`config.mk`:
```
export PLATFORM = sky130hd
export DESIGN_NAME = spi_register_access_master_flat
export DESIGN_NICKNAME = d
export VERILOG_FILES = /design/src/sv/sra_pkg.sv /design/src/sv/sra_in_if.sv /design/src/sv/sra_out_if.sv /design/src/sv/sra_front.sv /design/src/sv/sra_queue.sv /design/src/sv/sra_back.sv /design/src/sv/spi_register_access_master.sv /design/src/flat_wrapper.sv
export SDC_FILE = /design/constraint.sdc
export NUM_CORES = 1
export LEC_CHECK = 0
export BUFFER_PORTS_ARGS = -buffer_cell sky130_fd_sc_hd__buf_2
export CORE_AREA = 3 3 125 188
export CTS_CLUSTER_SIZE = 30
export DETAILED_ROUTE_END_ITERATION = 10
export DIE_AREA = 0 0 128 191
export PLACE_DENSITY = 0.82
export SETUP_SLACK_MARGIN = 0.15
export SKIP_CTS_REPAIR_TIMING = 1
export SYNTH_ARGS = -nofsm -noshare
export SYNTH_HDL_FRONTEND = slang
export SYNTH_SLANG_ARGS = --single-unit
```
`constraint.sdc`:
```
create_clock -name i_clk -period 7.9 [get_ports i_clk]
set_input_delay 1.185 -clock i_clk [delete_from_list [all_inputs] [get_ports i_clk]]
set_output_delay 1.185 -clock i_clk [all_outputs]
set_load 0.01 [all_outputs]
```
`src/sv/sra_pkg.sv`:
```
`timescale 1ns / 1ps
package sra_pkg;

    // Frame geometry
    localparam int ADDR_W    = 12;
    localparam int HDR_W     = 16;
    localparam int DATA_W    = 32;
    localparam int BIT_W     = 6;
    localparam int HP_W      = 8;
    localparam int HDR_BITS  = 16;
    localparam int DATA_BITS = 32;

    localparam logic [HP_W-1:0] HP_RESET = 8'd5;

    // Command queue between front and back
    localparam int QUEUE_DEPTH = 4;
    localparam int QPTR_W      = $clog2(QUEUE_DEPTH);
    localparam int QCNT_W      = QPTR_W + 1;

    typedef enum logic [1:0] {
        PH_IDLE,
        PH_HEADER,
        PH_GAP,
        PH_DATA
    } t_phase;

    // One tick as classified by the front end
    typedef struct packed {
        logic              start_req;
        logic              mode;
        logic              channel;
        logic [HDR_W-1:0]  header;
        logic [DATA_W-1:0] data_init;
        logic              sdata_in;
    } t_item;

    typedef struct packed {
        logic full;
        logic empty;
    } t_q_stat;

    // Pin levels after one tick
    typedef struct packed {
        logic              csn_first;
        logic              csn_second;
        logic              sclk_out;
        logic              sdata_out;
        logic              sdata_drive;
        logic              busy_res;
        logic              done_res;
        logic [DATA_W-1:0] read_data;
    } t_res;

endpackage

```
`src/sv/sra_in_if.sv`:
```
`timescale 1ns / 1ps
interface sra_in_if;
    logic        valid;
    logic        ready;
    logic        start_req;
    logic        mode;
    logic        channel;
    logic [11:0] reg_addr;
    logic [31:0] write_data;
    logic        sdata_in;

    modport source (
        output valid, start_req, mode, channel, reg_addr, write_data, sdata_in,
        input  ready
    );
    modport sink (
        input  valid, start_req, mode, channel, reg_addr, write_data, sdata_in,
        output ready
    );
endinterface

```
`src/sv/sra_out_if.sv`:
```
`timescale 1ns / 1ps
interface sra_out_if;
    logic        valid;
    logic        ready;
    logic        csn_first;
    logic        csn_second;
    logic        sclk_out;
    logic        sdata_out;
    logic        sdata_drive;
    logic        busy_res;
    logic        done_res;
    logic [31:0] read_data;

    modport source (
        output valid, csn_first, csn_second, sclk_out, sdata_out, sdata_drive,
               busy_res, done_res, read_data,
        input  ready
    );
    modport sink (
        input  valid, csn_first, csn_second, sclk_out, sdata_out, sdata_drive,
               busy_res, done_res, read_data,
        output ready
    );
endinterface

```
`src/sv/sra_front.sv`:
```
`timescale 1ns / 1ps
module sra_front (
    sra_in_if.sink          i_req,
    input  sra_pkg::t_q_stat i_q_stat,
    output logic             o_push,
    output sra_pkg::t_item   o_item
);

    // Accept whenever the queue has room
    assign i_req.ready = !i_q_stat.full;
    assign o_push      = i_req.valid && !i_q_stat.full;

    // Pre-build the header word and the initial data shift value
    always_comb begin
        o_item.start_req = i_req.start_req;
        o_item.mode      = i_req.mode;
        o_item.channel   = i_req.channel;
        o_item.header    = {i_req.reg_addr, i_req.mode, 3'b000};
        o_item.data_init = i_req.mode ? '0 : i_req.write_data;
        o_item.sdata_in  = i_req.sdata_in;
    end

endmodule

```
`src/sv/sra_queue.sv`:
```
`timescale 1ns / 1ps
module sra_queue (
    input  logic             i_clk,
    input  logic             i_rst_n,
    input  logic             i_push,
    input  sra_pkg::t_item   i_item,
    input  logic             i_pop,
    output sra_pkg::t_item   o_head,
    output sra_pkg::t_q_stat o_q_stat
);

    sra_pkg::t_item                   r_mem [sra_pkg::QUEUE_DEPTH];
    logic [sra_pkg::QPTR_W-1:0]       r_wptr;
    logic [sra_pkg::QPTR_W-1:0]       r_rptr;
    logic [sra_pkg::QCNT_W-1:0]       r_count;

    assign o_q_stat.full  = (r_count == sra_pkg::QCNT_W'(sra_pkg::QUEUE_DEPTH));
    assign o_q_stat.empty = (r_count == '0);
    assign o_head         = r_mem[r_rptr];

    // Storage, no reset needed
    always_ff @(posedge i_clk) begin
        if (i_push) begin
            r_mem[r_wptr] <= i_item;
        end
    end

    // Pointers and fill count
    always_ff @(posedge i_clk) begin
        if (!i_rst_n) begin
            r_wptr  <= '0;
            r_rptr  <= '0;
            r_count <= '0;
        end else begin
            if (i_push) begin
                r_wptr <= r_wptr + 1'b1;
            end
            if (i_pop) begin
                r_rptr <= r_rptr + 1'b1;
            end
            case ({i_push, i_pop})
                2'b10:   r_count <= r_count + 1'b1;
                2'b01:   r_count <= r_count - 1'b1;
                default: r_count <= r_count;
            endcase
        end
    end

endmodule

```
`src/sv/sra_back.sv`:
```
`timescale 1ns / 1ps
module sra_back (
    input  logic                       i_clk,
    input  logic                       i_rst_n,
    input  logic                       i_cfg_we,
    input  logic [sra_pkg::HP_W-1:0]   i_cfg_wdata,
    input  sra_pkg::t_item             i_item,
    input  sra_pkg::t_q_stat           i_q_stat,
    output logic                       o_pop,
    sra_out_if.source                  o_res
);

    // Serializer state
    sra_pkg::t_phase                 r_phase, n_phase;
    logic [sra_pkg::BIT_W-1:0]       r_bit, n_bit;
    logic [sra_pkg::HP_W-1:0]        r_tick, n_tick;
    logic [sra_pkg::HDR_W-1:0]       r_hdr, n_hdr;
    logic [sra_pkg::DATA_W-1:0]      r_data, n_data;
    logic [sra_pkg::DATA_W-1:0]      r_accum, n_accum;
    logic                            r_chan, n_chan;
    logic                            r_mode, n_mode;
    logic                            r_sclk, n_sclk;
    logic                            n_done;
    logic [sra_pkg::HP_W-1:0]        r_half_period;

    // Output register
    logic                            r_out_valid;
    sra_pkg::t_res                   r_res, n_res;

    logic                            w_fire;
    logic [sra_pkg::HP_W-1:0]        w_hp;
    logic [sra_pkg::HP_W:0]          w_tick_inc;
    logic [sra_pkg::BIT_W-1:0]       w_bit_inc;

    // One tick is executed when a queued item exists and the output slot frees
    assign w_fire = !i_q_stat.empty && (!r_out_valid || o_res.ready);
    assign o_pop  = w_fire;

    assign w_hp       = (r_half_period == '0) ? sra_pkg::HP_W'(1) : r_half_period;
    assign w_tick_inc = {1'b0, r_tick} + 1'b1;
    assign w_bit_inc  = r_bit + 1'b1;

    // Next state
    always_comb begin
        n_phase = r_phase;
        n_bit   = r_bit;
        n_tick  = r_tick;
        n_hdr   = r_hdr;
        n_data  = r_data;
        n_accum = r_accum;
        n_chan  = r_chan;
        n_mode  = r_mode;
        n_sclk  = r_sclk;
        n_done  = 1'b0;
        if (w_fire) begin
            unique case (r_phase) inside
                sra_pkg::PH_HEADER, sra_pkg::PH_GAP, sra_pkg::PH_DATA: begin
                    if (w_tick_inc < {1'b0, w_hp}) begin
                        n_tick = w_tick_inc[sra_pkg::HP_W-1:0];
                    end else begin
                        n_tick = '0;
                        if (r_phase == sra_pkg::PH_GAP) begin
                            // first data bit starts with clock high
                            n_phase = sra_pkg::PH_DATA;
                            n_bit   = '0;
                            n_sclk  = 1'b1;
                            if (r_mode) begin
                                n_data = {r_data[sra_pkg::DATA_W-2:0], i_item.sdata_in};
                            end
                        end else if (r_sclk) begin
                            n_sclk = 1'b0;
                        end else if (r_phase == sra_pkg::PH_HEADER) begin
                            n_hdr = {r_hdr[sra_pkg::HDR_W-2:0], 1'b0};
                            n_bit = w_bit_inc;
                            if (w_bit_inc >= sra_pkg::BIT_W'(sra_pkg::HDR_BITS)) begin
                                n_phase = sra_pkg::PH_GAP;
                                n_bit   = '0;
                            end else begin
                                n_sclk = 1'b1;
                            end
                        end else begin
                            if (!r_mode) begin
                                n_data = {r_data[sra_pkg::DATA_W-2:0], 1'b0};
                            end
                            n_bit = w_bit_inc;
                            if (w_bit_inc >= sra_pkg::BIT_W'(sra_pkg::DATA_BITS)) begin
                                n_phase = sra_pkg::PH_IDLE;
                                n_bit   = '0;
                                n_done  = 1'b1;
                                if (r_mode) begin
                                    n_accum = r_data;
                                end
                            end else begin
                                n_sclk = 1'b1;
                                if (r_mode) begin
                                    n_data = {r_data[sra_pkg::DATA_W-2:0], i_item.sdata_in};
                                end
                            end
                        end
                    end
                end
                sra_pkg::PH_IDLE: begin
                    if (i_item.start_req) begin
                        n_chan  = i_item.channel;
                        n_mode  = i_item.mode;
                        n_hdr   = i_item.header;
                        n_data  = i_item.data_init;
                        n_bit   = '0;
                        n_tick  = '0;
                        n_sclk  = 1'b1;
                        n_phase = sra_pkg::PH_HEADER;
                    end
                end
                default: n_phase = sra_pkg::PH_IDLE;
            endcase
        end
    end

    // Pin levels after the tick
    always_comb begin
        n_res.busy_res    = (n_phase != sra_pkg::PH_IDLE);
        n_res.csn_first   = !(n_res.busy_res && !n_chan);
        n_res.csn_second  = !(n_res.busy_res && n_chan);
        n_res.sclk_out    = n_res.busy_res && n_sclk;
        n_res.done_res    = n_done;
        n_res.read_data   = n_accum;
        unique case (n_phase)
            sra_pkg::PH_HEADER: begin
                n_res.sdata_drive = 1'b1;
                n_res.sdata_out   = n_hdr[sra_pkg::HDR_W-1];
            end
            sra_pkg::PH_GAP: begin
                n_res.sdata_drive = !n_mode;
                n_res.sdata_out   = 1'b0;
            end
            sra_pkg::PH_DATA: begin
                n_res.sdata_drive = !n_mode;
                n_res.sdata_out   = !n_mode && n_data[sra_pkg::DATA_W-1];
            end
            default: begin
                n_res.sdata_drive = 1'b0;
                n_res.sdata_out   = 1'b0;
            end
        endcase
    end

    // State and configuration registers
    always_ff @(posedge i_clk) begin
        if (!i_rst_n) begin
            r_phase       <= sra_pkg::PH_IDLE;
            r_bit         <= '0;
            r_tick        <= '0;
            r_hdr         <= '0;
            r_data        <= '0;
            r_accum       <= '0;
            r_chan        <= 1'b0;
            r_mode        <= 1'b0;
            r_sclk        <= 1'b0;
            r_half_period <= sra_pkg::HP_RESET;
        end else begin
            r_phase <= n_phase;
            r_bit   <= n_bit;
            r_tick  <= n_tick;
            r_hdr   <= n_hdr;
            r_data  <= n_data;
            r_accum <= n_accum;
            r_chan  <= n_chan;
            r_mode  <= n_mode;
            r_sclk  <= n_sclk;
            if (i_cfg_we) begin
                r_half_period <= i_cfg_wdata;
            end
        end
    end

    // Output slot: filled on a tick, emptied when taken
    always_ff @(posedge i_clk) begin
        if (!i_rst_n) begin
            r_out_valid <= 1'b0;
        end else if (w_fire) begin
            r_out_valid <= 1'b1;
        end else if (o_res.ready) begin
            r_out_valid <= 1'b0;
        end
    end

    always_ff @(posedge i_clk) begin
        if (w_fire) begin
            r_res <= n_res;
        end
    end

    assign o_res.valid       = r_out_valid;
    assign o_res.csn_first   = r_res.csn_first;
    assign o_res.csn_second  = r_res.csn_second;
    assign o_res.sclk_out    = r_res.sclk_out;
    assign o_res.sdata_out   = r_res.sdata_out;
    assign o_res.sdata_drive = r_res.sdata_drive;
    assign o_res.busy_res    = r_res.busy_res;
    assign o_res.done_res    = r_res.done_res;
    assign o_res.read_data   = r_res.read_data;

    // Frame end only comes out of the data phase
    a_done_from_data: assert property (@(posedge i_clk) disable iff (!i_rst_n)
        n_done |-> (r_phase == sra_pkg::PH_DATA))
        else $error("frame end outside data phase");

    // Clock stays low through the gap
    a_gap_clock_low: assert property (@(posedge i_clk) disable iff (!i_rst_n)
        (r_phase == sra_pkg::PH_GAP) |-> !r_sclk)
        else $error("serial clock high in gap");

    // Bit counter never reaches the data length while held
    a_bit_range: assert property (@(posedge i_clk) disable iff (!i_rst_n)
        r_bit < sra_pkg::BIT_W'(sra_pkg::DATA_BITS))
        else $error("bit counter out of range");

    // A tick is never executed from an empty queue, and a stalled slot is kept
    a_pop_ok: assert property (@(posedge i_clk) disable iff (!i_rst_n)
        o_pop |-> (!i_q_stat.empty && (!r_out_valid || o_res.ready)))
        else $error("pop without item or free slot");

    a_hold_state: assert property (@(posedge i_clk) disable iff (!i_rst_n)
        !w_fire |=> $stable(r_phase) && $stable(r_tick))
        else $error("serializer advanced without a tick");

endmodule

```
`src/sv/spi_register_access_master.sv`:
```
`timescale 1ns / 1ps
// Three-wire SPI register master for a two-channel RF front end.
// Input channel i_req carries one transaction per serializer tick: start_req,
// mode, channel, reg_addr, write_data and the sampled data pin sdata_in.
// Output channel o_res returns exactly one transaction per input transaction:
// both chip selects, sclk, data out, drive enable, busy, done and read_data.
// A start in idle sends a 16-bit header (address, mode, three zeros), one
// low half-period gap, then 32 data bits out (write) or in (read), MSB first.
// The user must write half_period through i_cfg_we / i_cfg_wdata only while
// no transaction is in flight; the block does not enforce this. A value of 0
// acts as 1. Reset value is 5. Throughput: one transaction per cycle, set by
// the tick step in the back end, while the queue holds a transaction and the
// output slot is free or being taken. An accepted transaction is written into
// the 4-entry command queue at its accept edge, and its tick runs from the
// queue head into the output register once the output slot frees.
// When o_res stalls, the result waits in the output register and the queue
// keeps taking input until it holds 4 transactions; then i_req.ready drops.
// Synchronous reset returns the serializer to idle (clock low, read data zero)
// and empties the queue and output slot; the output register is not reset.
module spi_register_access_master (
    input  logic                     i_clk,
    input  logic                     i_rst_n,
    input  logic                     i_cfg_we,
    input  logic [sra_pkg::HP_W-1:0] i_cfg_wdata,
    sra_in_if.sink                   i_req,
    sra_out_if.source                o_res
);

    logic             w_push;
    logic             w_pop;
    sra_pkg::t_item   w_item;
    sra_pkg::t_item   w_head;
    sra_pkg::t_q_stat w_q_stat;

    // Accept and classify
    sra_front u_front (
        .i_req    (i_req),
        .i_q_stat (w_q_stat),
        .o_push   (w_push),
        .o_item   (w_item)
    );

    // Command queue
    sra_queue u_queue (
        .i_clk    (i_clk),
        .i_rst_n  (i_rst_n),
        .i_push   (w_push),
        .i_item   (w_item),
        .i_pop    (w_pop),
        .o_head   (w_head),
        .o_q_stat (w_q_stat)
    );

    // Serializer and output register
    sra_back u_back (
        .i_clk       (i_clk),
        .i_rst_n     (i_rst_n),
        .i_cfg_we    (i_cfg_we),
        .i_cfg_wdata (i_cfg_wdata),
        .i_item      (w_head),
        .i_q_stat    (w_q_stat),
        .o_pop       (w_pop),
        .o_res       (o_res)
    );

endmodule
```
`src/flat_wrapper.sv`:
```
// flat-port wrapper written by rule: the top's interface ports become plain ports
module spi_register_access_master_flat 
  (i_clk, i_rst_n, i_cfg_we, i_cfg_wdata, i_req_valid, i_req_start_req, i_req_mode, i_req_channel, i_req_reg_addr, i_req_write_data, i_req_sdata_in, i_req_ready, o_res_valid, o_res_csn_first, o_res_csn_second, o_res_sclk_out, o_res_sdata_out, o_res_sdata_drive, o_res_busy_res, o_res_done_res, o_res_read_data, o_res_ready);
  sra_in_if i_req_i ();
  sra_out_if o_res_i ();
  input  logic i_clk;
  input  logic i_rst_n;
  input  logic i_cfg_we;
  input  logic [sra_pkg::HP_W-1:0] i_cfg_wdata;
  input wire logic [$bits(i_req_i.valid)-1:0] i_req_valid;
  input wire logic [$bits(i_req_i.start_req)-1:0] i_req_start_req;
  input wire logic [$bits(i_req_i.mode)-1:0] i_req_mode;
  input wire logic [$bits(i_req_i.channel)-1:0] i_req_channel;
  input wire logic [$bits(i_req_i.reg_addr)-1:0] i_req_reg_addr;
  input wire logic [$bits(i_req_i.write_data)-1:0] i_req_write_data;
  input wire logic [$bits(i_req_i.sdata_in)-1:0] i_req_sdata_in;
  output wire logic [$bits(i_req_i.ready)-1:0] i_req_ready;
  output wire logic [$bits(o_res_i.valid)-1:0] o_res_valid;
  output wire logic [$bits(o_res_i.csn_first)-1:0] o_res_csn_first;
  output wire logic [$bits(o_res_i.csn_second)-1:0] o_res_csn_second;
  output wire logic [$bits(o_res_i.sclk_out)-1:0] o_res_sclk_out;
  output wire logic [$bits(o_res_i.sdata_out)-1:0] o_res_sdata_out;
  output wire logic [$bits(o_res_i.sdata_drive)-1:0] o_res_sdata_drive;
  output wire logic [$bits(o_res_i.busy_res)-1:0] o_res_busy_res;
  output wire logic [$bits(o_res_i.done_res)-1:0] o_res_done_res;
  output wire logic [$bits(o_res_i.read_data)-1:0] o_res_read_data;
  input wire logic [$bits(o_res_i.ready)-1:0] o_res_ready;
  assign i_req_i.valid = i_req_valid;
  assign i_req_i.start_req = i_req_start_req;
  assign i_req_i.mode = i_req_mode;
  assign i_req_i.channel = i_req_channel;
  assign i_req_i.reg_addr = i_req_reg_addr;
  assign i_req_i.write_data = i_req_write_data;
  assign i_req_i.sdata_in = i_req_sdata_in;
  assign i_req_ready = i_req_i.ready;
  assign o_res_valid = o_res_i.valid;
  assign o_res_csn_first = o_res_i.csn_first;
  assign o_res_csn_second = o_res_i.csn_second;
  assign o_res_sclk_out = o_res_i.sclk_out;
  assign o_res_sdata_out = o_res_i.sdata_out;
  assign o_res_sdata_drive = o_res_i.sdata_drive;
  assign o_res_busy_res = o_res_i.busy_res;
  assign o_res_done_res = o_res_i.done_res;
  assign o_res_read_data = o_res_i.read_data;
  assign o_res_i.ready = o_res_ready;
  spi_register_access_master u_core (.i_clk(i_clk), .i_rst_n(i_rst_n), .i_cfg_we(i_cfg_we), .i_cfg_wdata(i_cfg_wdata), .i_req(i_req_i), .o_res(o_res_i));
endmodule
```
Yosys cells after proc, flatten, opt, wreduce, memory -nomap -nowiden
Memory sizes are Yosys's and may differ from the RTL's. A register that Yosys moved wholly into a read port is not among the register bits.
Index checks and enable logic that the tools add are counted.
{"block": "totals", "ff_bits": 154, "mem_bits_rw": 196, "input_bits": 61, "out_inout_bits": 41, "word_cells": 151, "mem_count": 1}
{"block": "op_classes", "addsub": 6, "order_cmp": 3, "n_eq_ne": 17, "mux": 72, "bitwise_logic": 1, "n_reduce_logical": 27}
{"name": "u_core.u_queue.r_mem", "depth": 4, "word_bits": 49, "rd": 1, "rd_clocked_by_memory_dff": 1, "write_ports": 1, "line": "sra_queue.sv:12", "rtl": "sra_pkg::t_item r_mem [sra_pkg::QUEUE_DEPTH];"}
{"op": "$mux W32", "count": 19}
{"op": "$mux W16", "count": 6}
{"op": "$pmux W32 S2", "count": 1}
{"op": "$mux W6", "count": 7}
{"op": "$pmux W16 S2", "count": 1}
{"op": "$mux W8", "count": 3}
{"op": "$mux W2", "count": 10}
{"op": "$mux W1", "count": 19}
{"op": "$pmux W8 S2", "count": 1}
{"op": "$reduce_and A7 Y1", "count": 2}
{"op": "$pmux W6 S2", "count": 1}
{"op": "$eq A2 B2 Y1 const B", "count": 5}
{"op": "$ne A2 B2 Y1 const B", "count": 5}
{"op": "$add A8 B1 Y9 const B", "count": 1}
{"op": "$lt A9 B8 Y1", "count": 1}
{"op": "$ne A3 B3 Y1 const B", "count": 3}
{"op": "$logic_not A8 Y1", "count": 1}
{"op": "$reduce_bool A2 Y1", "count": 4}
{"op": "$logic_not A1 Y1", "count": 7}
{"op": "$add A6 B1 Y6 const B", "count": 1}
{"op": "$eq A2 B1 Y1 const B", "count": 3}
{"op": "$ge A6 B5 Y1 const B", "count": 1}
{"op": "$ge A6 B6 Y1 const B", "count": 1}
{"op": "$logic_and A1 B1 Y1", "count": 6}
{"op": "16 further kinds", "count": 17}

Logic depth before layout (Yosys ltp)
{"block": "logic_depth", "depth_word": 12, "mapped_depth": 14, "mapped_depth_nobuf": 12}

Cells and area by module
Synthesis repeated with hierarchy kept, for this count alone.
{"block": "hier_totals", "cells_unflattened": 1002, "area_unflattened_um2": 15093.2}
{"mod": "sra_queue", "n_inst": 1, "cells_per_inst": 318, "area_each_um2": 8015.2, "seq_area_each_um2": 6426.2}
{"mod": "sra_back", "n_inst": 1, "cells_per_inst": 626, "area_each_um2": 6691.4, "seq_area_each_um2": 3333.2}
{"mod": "sra_front", "n_inst": 1, "cells_per_inst": 58, "area_each_um2": 386.6, "seq_area_each_um2": 0.0}

Worst setup path before layout
OpenSTA, ideal clock, no wires.
{"block": "synth_path", "path_type": "input to register", "from": "input port o_res_ready", "to": "register u_core.u_queue.r_count[2] in the netlist's numbering", "setup_time_ns": 0.070, "arrival_time_ns": 4.336, "setup_slack_ns": 3.493, "stages": 10, "n_path_buf": 1, "cell_sequence": "inv_1 > a21o_1 > inv_1 > buf_1 > ha_1 > inv_1 > fa_1 > xor2_1 > or3_1 > a21oi_1"}
{"block": "synth_via", "elab_chain_cells": 4, "word_cells_on_any_way": 6, "classes_between": "2 x eq/ne; 1 x mux; 3 x reduce/logical"}
{"item": "start: declaration", "line": "flat_wrapper.sv:27", "rtl": "input wire logic [$bits(o_res_i.ready)-1:0] o_res_ready;"}
{"item": "$logic_or A1 B1 Y1 (*)", "line": "sra_back.sv:36", "rtl": "assign w_fire = !i_q_stat.empty && (!r_out_valid || o_res.ready);"}
{"item": "$logic_and A1 B1 Y1 (*)", "line": "sra_back.sv:36"}
{"item": "named net u_core.u_back.o_pop", "line": "sra_back.sv:9", "rtl": "output logic o_pop,"}
{"item": "$eq A2 B1 Y1 / $eq A2 B2 Y1 (equally long branches)", "line": "sra_queue.sv:41", "rtl": "case ({i_push, i_pop})"}
{"item": "$pmux W3 S2 / $reduce_bool A2 Y1 (equally long branches)"}
{"item": "end signal: assignment", "line": "sra_queue.sv:42", "rtl": "2'b10: r_count <= r_count + 1'b1;"}
{"item": "end signal: assignment", "line": "sra_queue.sv:43", "rtl": "2'b01: r_count <= r_count - 1'b1;"}
{"item": "end signal: assignment", "line": "sra_queue.sv:44", "rtl": "default: r_count <= r_count;"}
{"item": "end: declaration", "line": "sra_queue.sv:15", "rtl": "logic [sra_pkg::QCNT_W-1:0] r_count;"}
The timed path passes the listed nets; every way through them passes the cells marked *.
A chain may end at the register's enable or synchronous reset.

Worst setup path after layout
{"block": "layout_path", "from": "register u_core.u_back.r_tick[0] in the netlist's numbering", "to": "register u_core.u_back.r_data[30] in the netlist's numbering"}
{"block": "layout_via", "elab_chain_cells": 4}
{"item": "start: declaration", "line": "sra_back.sv:16", "rtl": "logic [sra_pkg::HP_W-1:0] r_tick, n_tick;"}
{"item": "start signal: assignment", "line": "sra_back.sv:163", "rtl": "r_tick <= n_tick;"}
{"item": "$add A8 B1 Y9", "line": "sra_back.sv:40", "rtl": "assign w_tick_inc = {1'b0, r_tick} + 1'b1;"}
{"item": "$lt A9 B8 Y1", "line": "sra_back.sv:58", "rtl": "if (w_tick_inc < {1'b0, w_hp}) begin"}
{"item": "$ne A2 B2 Y1 (no line)"}
{"item": "$reduce_and A7 Y1 (no line)"}
{"item": "end signal: assignment", "line": "sra_back.sv:165", "rtl": "r_data <= n_data;"}
{"item": "end: declaration", "line": "sra_back.sv:18", "rtl": "logic [sra_pkg::DATA_W-1:0] r_data, n_data;"}
Every way passes these cells.

==> impl_metrics.csv <==
group,metric,value,unit
status,status,"finished clean",
finish,nNetsFinal,1159,
sta,relSlewSlack,15.5,%
power_and_ir_drop,internal_power,3.77,mW
route,viasPerCell,6.15,
worst_setup_path,start_kind,"register",
route,drc,0,
worst_setup_path,cpLargestDelayFamily,"compound AO/OA/AOI/OAI gates",
worst_setup_path,rr_endpoint,"u_core.u_back.r_data[30]",
route,top_layer,"met4",
route,finalWirelength,27400,um
sta,finalCriticalPeriod,3.94,ns
route,wl_met1,11300,um
finish,mostFrequentLayoutCells,"231 x edfxtp_1, 114 x dfxtp_1, 101 x buf_2",
global_routing,grt_pass1_vias,8545,
floorplan,rows,67,
synthesis,netlist_instances,998,
clocking,cts-htree-levels,1,
finish,layout-drive-gt1-share,23.5,%
floorplan,dieArea,24400,um^2
worst_setup_path,r2r_cells,12,
worst_setup_path,path_cells,"ha_1, and3_1, nand3_2, xnor2_1, ha_1, a21o_1, a21oi_1, o21a_1, a221oi_1, o21ai_2, a31oi_1, o221a_2",
clocking,clk_latency,0.54,ns
synthesis,synth-edff-count,231,
worst_setup_path,reg2reg_slack,3.96,ns
worst_setup_path,worstSetupPathType,"register to register",
finish,multi_input_area,4590,um^2
route,via_count,8512,
power_and_ir_drop,p_sw_share,31.1,%
min_path,worstHoldPathCells,2,
worst_setup_path,critPathRequiredTime,8.34,ns
sta,clock_skew,0.0137,ns
global_routing,grt.total_usage,22.2,%
worst_setup_path,cp-end-kind,"register",
synthesis,synth_nets,1074,
route,drtPass1Iterations,5,
floorplan,dieHeight,191,um
sta,holdWs,0.454,ns
worst_setup_path,cp.depth,12,
power_and_ir_drop,power_switching,1.70,mW
global_routing,grt_overflow,0,
sta,max_freq,254,MHz
synthesis,syn_area,14200,um^2
worst_setup_path,cp.arrival,4.38,ns
finish,syn_to_final_growth,12.0,%
synthesis,ys_seq_area_share,65.2,%
synthesis,yosysWarningCount,0,
clocking,cts_tree,"built",
worst_setup_path,critPathLaunch,"u_core.u_back.r_tick[0]",
flow_run,drv_cap,0,
worst_setup_path,rr_startpoint,"u_core.u_back.r_tick[0]",
power_and_ir_drop,finalPower,5.47,mW
floorplan,core_area,22100,um^2
worst_setup_path,cp-endpoint,"u_core.u_back.r_data[30]",
synthesis,async_flop_share,0,%
floorplan,start_util,64.2,%
power_and_ir_drop,ir_drop,0.212,mV
sta,worst_pin_slew,1.27,ns
power_and_ir_drop,leakage,5.86,nW
clocking,clock_path_buffers,3,
power_and_ir_drop,p_clk_share,27.1,%
route,drtAntennaViolNets,0,
synthesis,syn_area_per_cell,14.2,um^2
worst_setup_path,critPathMaxStageDelay,0.99,ns
finish,fillers,1450,
clocking,clk_pin_slew,0.07,ns
clocking,cts-root-buf,"clkbuf_16",
placed_design,place_ws,4.07,ns
finish,final_common_cell,"edfxtp_1",
synthesis,synth_ff_type,"edfxtp_1",
finish,antennaDiodeCount,0,
global_routing,grt_max_degree,75,
worst_setup_path,worst-path-max-fanout,30,
route,wl_met2,13700,um
clocking,cts_buffers,30,
placed_design,gp_congestion,0.873,
power_and_ir_drop,combinationalPowerShare,26.5,%
route,wl_per_cell,19.8,um
finish,regArea,9260,um^2
sta,hold_viol_final,0,
power_and_ir_drop,pwr-share-seq,46.4,%
synthesis,synth_seq_cells,347,
global_routing,grt_pass1_wl,44100,um
floorplan,boundaryPins,102,
power_and_ir_drop,p_per_area,344,nW/um^2
route,initialDrtViolationCount,701,
sta,rsz0062_at_grt,"false",
worst_setup_path,critPathSlowestCell,"o21ai_2",
global_routing,antenna_found_initial,0,
min_path,hp-class,"register to register",
synthesis,ys_types,63,
placed_design,dpl.hpwl,16400,um
placed_design,io_buffers,101,
sta,post-route-period-util,49.9,%
sta,setup_viol,0,
route,dr_wl_met3,1750,um
sta,setup_slack,3.96,ns
worst_setup_path,crit_buf_inv,0,
floorplan,die_w,128,um
sta,slew_viol_final,0,
sta,setup_tns,0,ns
worst_setup_path,crit_top_cell,"ha_1",
clocking,cts.sinks,347,
-- logic make-up after synthesis --
logic type | Yosys count | share of synthesized area, %
adders and majority gates | 15 | 1.37
AOI/OAI and AO/OA | 222 | 10.1
muxes | 93 | 11.9
DFF | 347 | 65.2
buffers and inverters | 82 | 2.56
and+or+nand+nor | 227 | 8.18
xor gates and xnor gates | 12 | 0.740
-- layer usage --
metal / vias to the layer above / track usage [%]
met5: - / 0
met4: 0 / 6.94
met3: 61 / 3.58
met2: 301 / 37.4
met1: 4218 / 29.9
li1: 3932 / -
-- layout make-up --
class	instances	area share (%)
Clock buffer	44	5.50
Clock inverter	12	0.874
Inverter	21	0.496
Multi-Input combinational cell	569	28.9
Sequential cell	347	58.3
Tap cell	276	2.17
Timing Repair Buffer	114	3.79
-- sequential cells by signal, indices dropped and copies added (netlist names), named ones only --
| signal | cells |
|---|---|
| u_core.u_back.o_res.sdata_drive | 1 |
| u_core.u_back.r_bit | 6 |
| u_core.u_back.r_tick | 8 |
| u_core.u_queue.r_count | 3 |
| u_core.u_back.o_res.sclk_out | 1 |
| u_core.u_queue.r_mem | 192 |
| u_core.u_queue.r_rptr | 2 |
| u_core.u_back.r_mode | 1 |
| u_core.u_back.r_data | 32 |
| u_core.u_back.o_res.done_res | 1 |
| u_core.u_back.r_phase | 2 |
| u_core.u_back.o_res.csn_first | 1 |
| u_core.u_back.r_sclk | 1 |
| u_core.u_back.o_res.sdata_out | 1 |
| u_core.u_back.o_res.valid | 1 |
| u_core.u_back.r_hdr | 15 |
| u_core.u_queue.r_wptr | 2 |
| u_core.u_back.o_res.busy_res | 1 |
| u_core.u_back.o_res.read_data | 32 |
| u_core.u_back.r_accum | 32 |
| u_core.u_back.r_half_period | 8 |
| u_core.u_back.o_res.csn_second | 1 |
| u_core.u_back.r_chan | 1 |
-- worst reg2reg max path, stage by stage, from the launching register on --
cell	delay, ns
dfxtp_1	0.43
ha_1	0.29
and3_1	0.23
nand3_2	0.13
xnor2_1	0.16
ha_1	0.30
a21o_1	0.16
a21oi_1	0.19
o21a_1	0.37
a221oi_1	0.20
o21ai_2	0.99
a31oi_1	0.09
o221a_2	0.30
-- worst min-delay path by stage --
stage                                 from                      to  slack [ns]
floorplan           u_core.u_back.r_hdr[1]  u_core.u_back.r_hdr[1]        0.41
global placement    u_core.u_back.r_hdr[1]  u_core.u_back.r_hdr[1]        0.42
detailed placement  u_core.u_back.r_hdr[1]  u_core.u_back.r_hdr[1]        0.44
CTS                 u_core.u_back.r_bit[5]  u_core.u_back.r_bit[5]        0.45
global route        u_core.u_back.r_bit[5]  u_core.u_back.r_bit[5]        0.47
finish              u_core.u_back.r_bit[5]  u_core.u_back.r_bit[5]        0.45
-- synthesized netlist by cell type (all sizes together) (20+ instances only) --
cell type / number / area share [%]
a21oi: 80 / 2.9
a22o: 30 / 1.9
and2: 37 / 1.6
buf: 24 / 1.0
clkbuf: 37 / 0.98
dfxtp: 116 / 16
edfxtp: 231 / 49
inv: 20 / 0.53
mux2: 34 / 3.5
mux4: 48 / 7.6
nand2: 49 / 1.3
nor2: 56 / 1.5
nor2b: 35 / 1.5
o21ai: 53 / 1.9
-- power groups by stage --
| stage | sequential [mW] | clock (mW) | combinational, mW |
|---|---|---|---|
| floorplan | 2.56 | 0 | 1.01 |
| global placement | 2.55 | 0 | 1.40 |
| detailed placement | 2.57 | 0 | 1.44 |
| CTS | 2.53 | 1.51 | 1.46 |
| global route | 2.57 | 1.57 | 1.60 |
| finish | 2.54 | 1.48 | 1.45 |
-- metrics by stage --
step	instances	util (%)	instance area, um^2
after floorplan	998	-	14200
after global placement	1327	67.2	14900
after detailed placement	1327	67.2	14900
after CTS	1383	71.8	15900
after global routing	1383	71.8	15900
final	1383	71.8	15900
(Power assumes the default switching activity.)
